==> config.mk <==
export PLATFORM = sky130hd
export DESIGN_NAME = circular_deque
export DESIGN_NICKNAME = d
export VERILOG_FILES = /design/src/hw/rtl/dq_pkg.sv /design/src/hw/rtl/circular_deque.sv /design/src/hw/rtl/dq_cell.sv
export SDC_FILE = /design/constraint.sdc
export NUM_CORES = 1
export LEC_CHECK = 0
export BUFFER_PORTS_ARGS = -buffer_cell sky130_fd_sc_hd__buf_2
export CAP_MARGIN = 20
export CORE_MARGIN = 4
export CORE_UTILIZATION = 56
export CTS_CLUSTER_SIZE = 10
export DETAILED_ROUTE_END_ITERATION = 10
export PLACE_DENSITY = 0.88
export SLEW_MARGIN = 10
export SYNTH_ARGS = -nofsm -noshare
export SYNTH_HDL_FRONTEND = slang
export SYNTH_SLANG_ARGS = --single-unit
==> constraint.sdc <==
create_clock -name clk -period 3.7 [get_ports clk]
set_input_delay 0.74 -clock clk [delete_from_list [all_inputs] [get_ports clk]]
set_output_delay 0.74 -clock clk [all_outputs]
set_load 0.02 [all_outputs]
==> src/hw/rtl/dq_pkg.sv <==
// Shared types and constants for the circular deque.
// Holds the action and status codes, the cell control struct and the sizing constants.
// No dependencies.
package dq_pkg;

  localparam int DEPTH   = 8;
  localparam int DATA_W  = 32;
  localparam int CNT_W   = $clog2(DEPTH + 1);
  localparam int IDX_W   = (DEPTH > 1) ? $clog2(DEPTH) : 1;
  localparam int FILL_W  = 4;

  typedef enum logic [1:0] {
    ACT_PUSH_FRONT = 2'd0,
    ACT_PUSH_BACK  = 2'd1,
    ACT_POP_FRONT  = 2'd2,
    ACT_POP_BACK   = 2'd3
  } action_t;

  typedef enum logic [1:0] {
    ST_DONE     = 2'd0,
    ST_OVERFLOW = 2'd1,
    ST_EMPTY    = 2'd2
  } status_t;

  typedef struct packed {
    logic take_left;
    logic take_right;
    logic load;
  } cell_ctl_t;

endpackage

==> src/hw/rtl/circular_deque.sv <==
// Double-ended queue: a row of DEPTH cells with the front entry in cell 0.
// The result strobes in the cycle after the transaction is accepted.
// Throughput: one transaction per cycle; busy stays low, as every action is one cell-row update.
// Reset: rst_n (synchronous, active low) empties the queue and drops any pending result;
// cell contents are not cleared. The receiver cannot stall the result.
module circular_deque (
  input  logic                              clk,
  input  logic                              rst_n,
  input  logic                              start,
  output logic                              busy,
  input  dq_pkg::action_t                   in_action,
  input  logic signed [dq_pkg::DATA_W-1:0]  in_push_value,
  output logic                              out_strobe,
  output dq_pkg::status_t                   out_status,
  output logic signed [dq_pkg::DATA_W-1:0]  out_popped_value,
  output logic [dq_pkg::FILL_W-1:0]         out_fill_count
);
  import dq_pkg::*;

  logic [CNT_W-1:0]         count_r;
  logic [CNT_W-1:0]         count_nxt;
  logic [CNT_W-1:0]         count_dec;
  logic                     full;
  logic                     empty;
  logic                     accept;
  cell_ctl_t                ctl [DEPTH];
  logic signed [DATA_W-1:0] cell_q [DEPTH];
  logic signed [DATA_W-1:0] popped_nxt;
  status_t                  status_nxt;

  logic                     out_strobe_r;
  status_t                  out_status_r;
  logic signed [DATA_W-1:0] out_popped_r;
  logic [FILL_W-1:0]        out_fill_r;

  assign busy      = 1'b0;
  assign accept    = start & ~busy;
  assign full      = (count_r == CNT_W'(DEPTH));
  assign empty     = (count_r == '0);
  assign count_dec = count_r - CNT_W'(1);

  always_comb begin
    count_nxt  = count_r;
    status_nxt = ST_DONE;
    popped_nxt = '0;
    for (int i = 0; i < DEPTH; i++) begin
      ctl[i] = '0;
    end
    case (in_action)
      ACT_PUSH_FRONT: begin
        if (full) begin
          status_nxt = ST_OVERFLOW;
        end else begin
          for (int i = 0; i < DEPTH; i++) begin
            ctl[i].take_left = accept;
          end
          count_nxt = count_r + CNT_W'(1);
        end
      end
      ACT_PUSH_BACK: begin
        if (full) begin
          status_nxt = ST_OVERFLOW;
        end else begin
          for (int i = 0; i < DEPTH; i++) begin
            ctl[i].load = accept && (count_r == CNT_W'(i));
          end
          count_nxt = count_r + CNT_W'(1);
        end
      end
      ACT_POP_FRONT: begin
        if (empty) begin
          status_nxt = ST_EMPTY;
        end else begin
          for (int i = 0; i < DEPTH; i++) begin
            ctl[i].take_right = accept;
          end
          popped_nxt = cell_q[0];
          count_nxt  = count_dec;
        end
      end
      ACT_POP_BACK: begin
        if (empty) begin
          status_nxt = ST_EMPTY;
        end else begin
          popped_nxt = cell_q[count_dec[IDX_W-1:0]];
          count_nxt  = count_dec;
        end
      end
      default: begin
        status_nxt = ST_DONE;
      end
    endcase
  end

  for (genvar g = 0; g < DEPTH; g++) begin : g_cell
    logic signed [DATA_W-1:0] left_d;
    logic signed [DATA_W-1:0] right_d;
    if (g == 0) begin : g_first
      assign left_d = in_push_value;
    end else begin : g_inner_l
      assign left_d = cell_q[g-1];
    end
    if (g == DEPTH - 1) begin : g_last
      assign right_d = cell_q[g];
    end else begin : g_inner_r
      assign right_d = cell_q[g+1];
    end
    dq_cell u_cell (
      .clk     (clk),
      .ctl     (ctl[g]),
      .left_d  (left_d),
      .right_d (right_d),
      .push_d  (in_push_value),
      .q       (cell_q[g])
    );
  end

  always_ff @(posedge clk) begin
    if (!rst_n) begin
      count_r      <= '0;
      out_strobe_r <= 1'b0;
    end else begin
      out_strobe_r <= accept;
      if (accept) begin
        count_r <= count_nxt;
      end
    end
  end

  always_ff @(posedge clk) begin
    if (accept) begin
      out_status_r <= status_nxt;
      out_popped_r <= popped_nxt;
      out_fill_r   <= count_nxt[FILL_W-1:0];
    end
  end

  assign out_strobe       = out_strobe_r;
  assign out_status       = out_status_r;
  assign out_popped_value = out_popped_r;
  assign out_fill_count   = out_fill_r;

`ifndef SYNTH
  a_count_bound: assert property (@(posedge clk) disable iff (!rst_n)
    count_r <= CNT_W'(DEPTH))
    else $error("fill count beyond depth");

  a_strobe_follows: assert property (@(posedge clk) disable iff (!rst_n)
    accept |=> out_strobe_r)
    else $error("accepted transaction gave no result");

  a_refused_holds: assert property (@(posedge clk) disable iff (!rst_n)
    out_strobe_r && (out_status_r != ST_DONE) && $past(rst_n) |-> count_r == $past(count_r))
    else $error("refused transaction changed the fill count");

  a_empty_zero: assert property (@(posedge clk) disable iff (!rst_n)
    out_strobe_r && (out_status_r == ST_EMPTY) |-> out_popped_r == '0 && out_fill_r == '0)
    else $error("refused pop returned data");

  a_overflow_full: assert property (@(posedge clk) disable iff (!rst_n)
    out_strobe_r && (out_status_r == ST_OVERFLOW) |-> full)
    else $error("overflow reported while not full");
`endif

endmodule

==> src/hw/rtl/dq_cell.sv <==
// One storage cell of the deque chain.
// Takes its left or right neighbor's entry, or the pushed value; holds otherwise.
// Depends on dq_pkg.
module dq_cell (
  input  logic                              clk,
  input  dq_pkg::cell_ctl_t                 ctl,
  input  logic signed [dq_pkg::DATA_W-1:0]  left_d,
  input  logic signed [dq_pkg::DATA_W-1:0]  right_d,
  input  logic signed [dq_pkg::DATA_W-1:0]  push_d,
  output logic signed [dq_pkg::DATA_W-1:0]  q
);
  import dq_pkg::*;

  logic signed [DATA_W-1:0] data_r;
  logic signed [DATA_W-1:0] data_nxt;

  always_comb begin
    data_nxt = data_r;
    if (ctl.take_left) begin
      data_nxt = left_d;
    end else if (ctl.take_right) begin
      data_nxt = right_d;
    end else if (ctl.load) begin
      data_nxt = push_d;
    end
  end

  always_ff @(posedge clk) begin
    data_r <= data_nxt;
  end

  assign q = data_r;

endmodule
## Word level (Yosys, flattened, before mapping)

Index checks and enable logic that the tools add are counted.

- Register bits: 299
- Input port bits: 37
- Output and inout port bits: 40

- $add $sub $neg: 2
- Order comparisons: 1
- Equality and inequality tests: 12
- Muxes and demuxes: 56
- Bitwise gates (word level): 1
- Reductions and logical operators: 21

Operators by type and width:

| kind | count |
|---|---|
| $mux W32 | 28 |
| $bmux W32 S3 | 1 |
| $pmux W32 S2 | 1 |
| $mux W1 | 21 |
| $reduce_bool A3 Y1 | 7 |
| $eq A4 B3 Y1 const B | 4 |
| $eq A4 B2 Y1 const B | 2 |
| $logic_and A1 B1 Y1 | 8 |
| $mux W4 | 2 |
| $pmux W4 S2 | 1 |
| $add A4 B1 Y4 const B | 1 |
| $eq A2 B2 Y1 const B | 2 |
| $eq A4 B1 Y1 const B | 1 |
| $eq A4 B4 Y1 const B | 1 |
| $ge A4 B4 Y1 const B | 1 |
| $logic_not A4 Y1 | 1 |
| $not A3 Y4 | 1 |
| $pmux W2 S2 | 1 |
| $reduce_or A2 Y1 | 2 |
| $sub A4 B1 Y4 const B | 1 |
| $eq A2 B1 Y1 const B | 1 |
| $logic_not A2 Y1 | 1 |
| $mux W2 | 1 |
| $ne A2 B1 Y1 const B | 1 |
| 2 further kinds | 2 |

## Longest topological paths before layout

- Depth in word-level cells: 7
- Gate-level depth with buffers: 12

## Cells and area by module

From an unflattened synthesis, not the netlist that was laid out.

- Cells, all modules: 1392
- Area, all modules: 17406.7 sq um

Modules (own cells, without submodules):

| module | instances | cells each | area an instance (sq um) | sequential area each (sq um) |
|---|---|---|---|---|
| dq_cell | 8 | 140 | 1672.9 | 960.9 |
| circular_deque | 1 | 272 | 4023.9 | 1241.2 |

## Least setup slack after synthesis

No wires, ideal clock.

- Kind: reg2reg
- Start: register count_r[0]
- End: register g_cell[0].u_cell.data_r[0] (enable)
- Arrival: 3287 ps
- Path slack: -20 ps
- Cell stages (with the launch flop): 9
- Buffers on the path: 3
- Clock period less this slack: 3720 ps
- Cell sequence: dfxtp_1 clkbuf_1 buf_2 buf_2 inv_1 ha_1 nand2b_1 o21ai_0 o22ai_1

- Word-level cells in the longest chain between the ends: 5
- Elaborated cells on any way between the ends: 10
- Classes of those cells: eq/ne: 1; mux: 6; reduce/logical: 3

RTL lines:

| item | line | text |
|---|---|---|
| from (decl) | circular_deque.sv:20 | `logic [CNT_W-1:0] count_r;` |
| from (signal assigned) | circular_deque.sv:125 | `count_r <= count_nxt;` |
| $logic_not A4 Y1 | circular_deque.sv:39, circular_deque.sv:65 |  |
| $logic_and A1 B1 Y1 | circular_deque.sv:65 | `ctl[i].load = accept && (count_r == CNT_W'(i));` |
| $mux W1 | circular_deque.sv:61 | `if (full) begin` |
| $mux W1 | circular_deque.sv:49 | `case (in_action)` |
| $reduce_bool A3 Y1 (no line) * | n/a |  |
| to (signal assigned) | dq_cell.sv:29 | `data_r <= data_nxt;` |
| to (decl) | dq_cell.sv:14 | `logic signed [DATA_W-1:0] data_r;` |

Every way passes the cells marked *; elsewhere a longest branch is shown, timed or not.
A chain may end at the register's enable or synchronous reset.

## Final worst setup path

- Start: register count_r[1]
- End: register g_cell[7].u_cell.data_r[12] (enable)

- Word-level cells in the longest chain between the ends: 6
- Elaborated cells on any way between the ends: 13
- Classes of those cells: eq/ne: 3; mux: 6; reduce/logical: 4

RTL lines:

| item | line |
|---|---|
| $eq A4 B3 Y1 | circular_deque.sv:65 |
| $logic_and A1 B1 Y1 | circular_deque.sv:65 |
| $mux W1 | circular_deque.sv:61 |
| $mux W1 | circular_deque.sv:49 |
| $reduce_bool A2 Y1 (no line) | n/a |
| $reduce_and A2 Y1 (no line) * | n/a |
| to (signal assigned) | dq_cell.sv:29 |
| to (decl) | dq_cell.sv:14 |

Marks and branches as above.

==> metrics.cfg <==
[critical_path]
path_buf_inv = 3
cp.required_ns = 3.96
critPathMaxStageDelay_ns = 0.54
cp_slowest_cell = sky130_fd_sc_hd__buf_4
cp-start-kind = register
worstSetupPathType = register to register
timing.critical_path.cells = inv_1 -> ha_1 -> nor2b_1 -> a211o_2 -> buf_4 -> nand2_2 -> buf_12
worst_ep_arrival_time_ns = 3.33
crit_family = buffers and inverters
path_max_fanout = 63
worst_setup_ep_type = register

[sta]
final_max_slew_viol_count = 0
fin_crit_sh = 0.830
fin_skew_ns = 0.0125
totalNegativeSetupSlack_ns = 0
relSlewSlack = 0.420
finalHoldWorstSlack_ns = 0.507
max_slew.worst_pin.slew_ns = 0.870
layout_min_cycle_time_ns = 3.07
max_freq_ghz = 0.326
rsz0062_at_grt = no
hold_violations = 0
setup_viol = 0

[yosys]
synthDistinctLibCells = 40
ys_dominant_reg_cell = sky130_fd_sc_hd__edfxtp_1
synth_cells = 1054
synthesis.area_um2 = 14900
syn_nets = 1096
synthesis.yosys.warnings = 0
postSynthAreaPerCell_um2 = 14.2
synth-seq-area-share = 0.598
ys_ff_latch = 299
synth_edf_count = 294
synthArstFlopShare = 0

[clock_tree]
cts-resized-gates = 0
clock_sink_count = 299
clk_root_buffer_cell = sky130_fd_sc_hd__clkbuf_16
post_cts_buffers = 0
cts.clk_slew.worst_paths_ns = 0.05
cts_inserted_buffers = 36
htree_num_levels = 2
clock_insertion_delay_worst_skew_ns = 0.52
cts_tree = built
cts.hold.buffers_added = 0
cts.path.max_buffers = 3

[global_route]
gr-usage-met1 = 0.364
grt.met2_usage = 0.401
globalRoute.busiestLayer = met2
antenna_found_initial = 1
track_usage = 0.255
grt_util_met3 = 0.0473
grt_pass1_vias = 10133
grt_overflow = 0
grt_first_pass_wirelength_um = 58500
grt_max_degree = 127

[floorplanning]
floorplan.initialDensity = 0.572
floorplan.die_area_um2 = 29400
die-height_um = 171
die-width_um = 171
top_level_ports = 77
core_area_um2 = 26100
rows = 59

[finish]
final_instance_count_excl_fillers = 1414
final_core_util = 0.630
final_nets = 1112
fraction_of_layout_instances_using_a_drive_strength_above_1 = 0.205
layout.area.seq_um2 = 8930
layout.filler_cells = 1850
multi_input_area_um2 = 5410
area_growth_syn_to_layout_pct = 10.2
n_antenna_cell = 0

[min_path]
timing.hold.worst.class = input pin to register

[run]
timing.max_cap.violations = 0

[power_and_ir_drop]
finalPower_mw = 9.08
ir_drop_uv = 276
power.static_leakage_nw = 5.87
powerDensity_nw_per_um2 = 552

[routing]
drt_pass1_iterations = 6
ant_nets = 0
vias_per_cell = 7.44
remaining_drc_errors = 0
routed_wire_length_per_instance_um = 26.7
postRouteWirelength_um = 37800
drt-initial-drc-count = 1746
total_number_of_vias = 10520

[place]
numPlacedInstances = 1366
buffer_ports.inserted = 75
gp_congestion = 0.798
dp_hpwl_um = 21000

[status]
outcome = completed

[stage by stage]
stage	setup slack [ns]	area [µm²]
after global placement	0.728	15400
after global routing	0.430	16500
final	0.629	16500
after detailed placement	0.666	15400
after floorplan	0.196	14900
after CTS	0.657	16400
[cells in the final DEF, fill, tap and decap left out, types with 2 or more instances in the layout]
cell type and n:
sky130_fd_sc_hd__nand2b_1 5, sky130_fd_sc_hd__and3_1 32, sky130_fd_sc_hd__o21a_1 2, sky130_fd_sc_hd__inv_1 4
sky130_fd_sc_hd__and2_1 2, sky130_fd_sc_hd__clkbuf_1 6, sky130_fd_sc_hd__a21oi_1 6, sky130_fd_sc_hd__nor3_1 2
sky130_fd_sc_hd__mux4_2 64, sky130_fd_sc_hd__dfxtp_1 4, sky130_fd_sc_hd__edfxtp_1 294, sky130_fd_sc_hd__nor3b_1 33
sky130_fd_sc_hd__buf_4 23, sky130_fd_sc_hd__a31oi_1 2, sky130_fd_sc_hd__buf_2 75, sky130_fd_sc_hd__inv_6 2
sky130_fd_sc_hd__a21o_1 7, sky130_fd_sc_hd__o21ai_0 13, sky130_fd_sc_hd__a21oi_4 2, sky130_fd_sc_hd__xnor2_1 3
sky130_fd_sc_hd__nor2b_1 4, sky130_fd_sc_hd__a221o_1 218, sky130_fd_sc_hd__nor2_1 4, sky130_fd_sc_hd__nand2_1 204
sky130_fd_sc_hd__buf_12 5, sky130_fd_sc_hd__ha_1 4, sky130_fd_sc_hd__clkbuf_16 37
[where the power goes]
group          total, mW  switching [mW]  internal (mW)
clock               3.17            1.30           1.86
sequential          4.28           0.180           4.10
combinational       1.63           0.914          0.721
total               9.08            2.40           6.68
[cell type report]
| class | instances | area share |
|---|---|---|
| timing repair buffer | 104 | 0.0411 |
| inverter | 4 | 0.000912 |
| clock inverter | 4 | 0.00342 |
| clock buffer | 43 | 0.0576 |
| tap | 335 | 0.0255 |
| sequential | 299 | 0.543 |
| multi-input combinational | 625 | 0.329 |
[kinds of logic after synthesis]
group           after synthesis  synth area share
simple gates                295            0.0924
flops                       299             0.598
xor+xnor                      3           0.00176
fa+ha+maj                     5           0.00419
other cells                   1          0.000251
mux                          65            0.0972
buf+inv                     130            0.0445
compound gates              256             0.162
[metal layers]
| metal | vias to the layer above | part of all wire |
|---|---|---|
| li1 | 4356 | - |
| met1 | 5156 | 0.37 |
| met2 | 893 | 0.47 |
| met4 | 2 | 0.031 |
| met5 | - | 0.00034 |
| met3 | 113 | 0.13 |
[final timing paths]
check	slack (ns)	to	start	cells past startpoint
min reg2reg	0.57	g_cell[0].u_cell.q[23]$_DFFE_PP_	g_cell[1].u_cell.q[23]$_DFFE_PP_	2
max	0.63	g_cell[7].u_cell.q[12]$_DFFE_PP_	count_r[1]$_SDFFE_PN0P_	7
max reg2reg	0.63	g_cell[7].u_cell.q[12]$_DFFE_PP_	count_r[1]$_SDFFE_PN0P_	7
min	0.51	count_r[2]$_SDFFE_PN0P_	rst_n	2
[sequential cells by signal, indices dropped and copies added, names as in the netlist]
register / flops
count_r: 4
g_cell.u_cell.q: 256
out_fill_count: 4
out_status: 2
out_strobe: 1
out_popped_value: 32
[worst register-to-register path: cells and delay by family, from the launching register on]
| family | cells | cell delay (ns) |
|---|---|---|
| AO/OA/AOI/OAI | 1 | 0.23 |
| adder cells (fa/ha/maj) | 1 | 0.33 |
| buffers and inverters | 3 | 0.99 |
| flip-flops | 1 | 0.37 |
| AND/OR/NAND/NOR | 2 | 0.88 |
[synth_stat cells, drive strengths merged (2+ instances only)]
cell    number  area [µm²]
a221o      218        2180
o21ai       13        65.1
mux4        64        1440
and2         2        12.5
nor2         4        15.0
and3        33         206
inv          4        15.0
nand2      205         769
clkbuf      62         233
nor3         2        10.0
ha           5        62.6
nor2b        4        25.0
edfxtp     294        8830
o21a         2        15.0
buf         64         417
a21oi        8        40.0
xnor2        3        26.3
nor3b       33         248
dfxtp        5         100
a31oi        2        12.5
a21o         7        52.6
nand2b       5        31.3
Power figures use the tool's default switching activity.
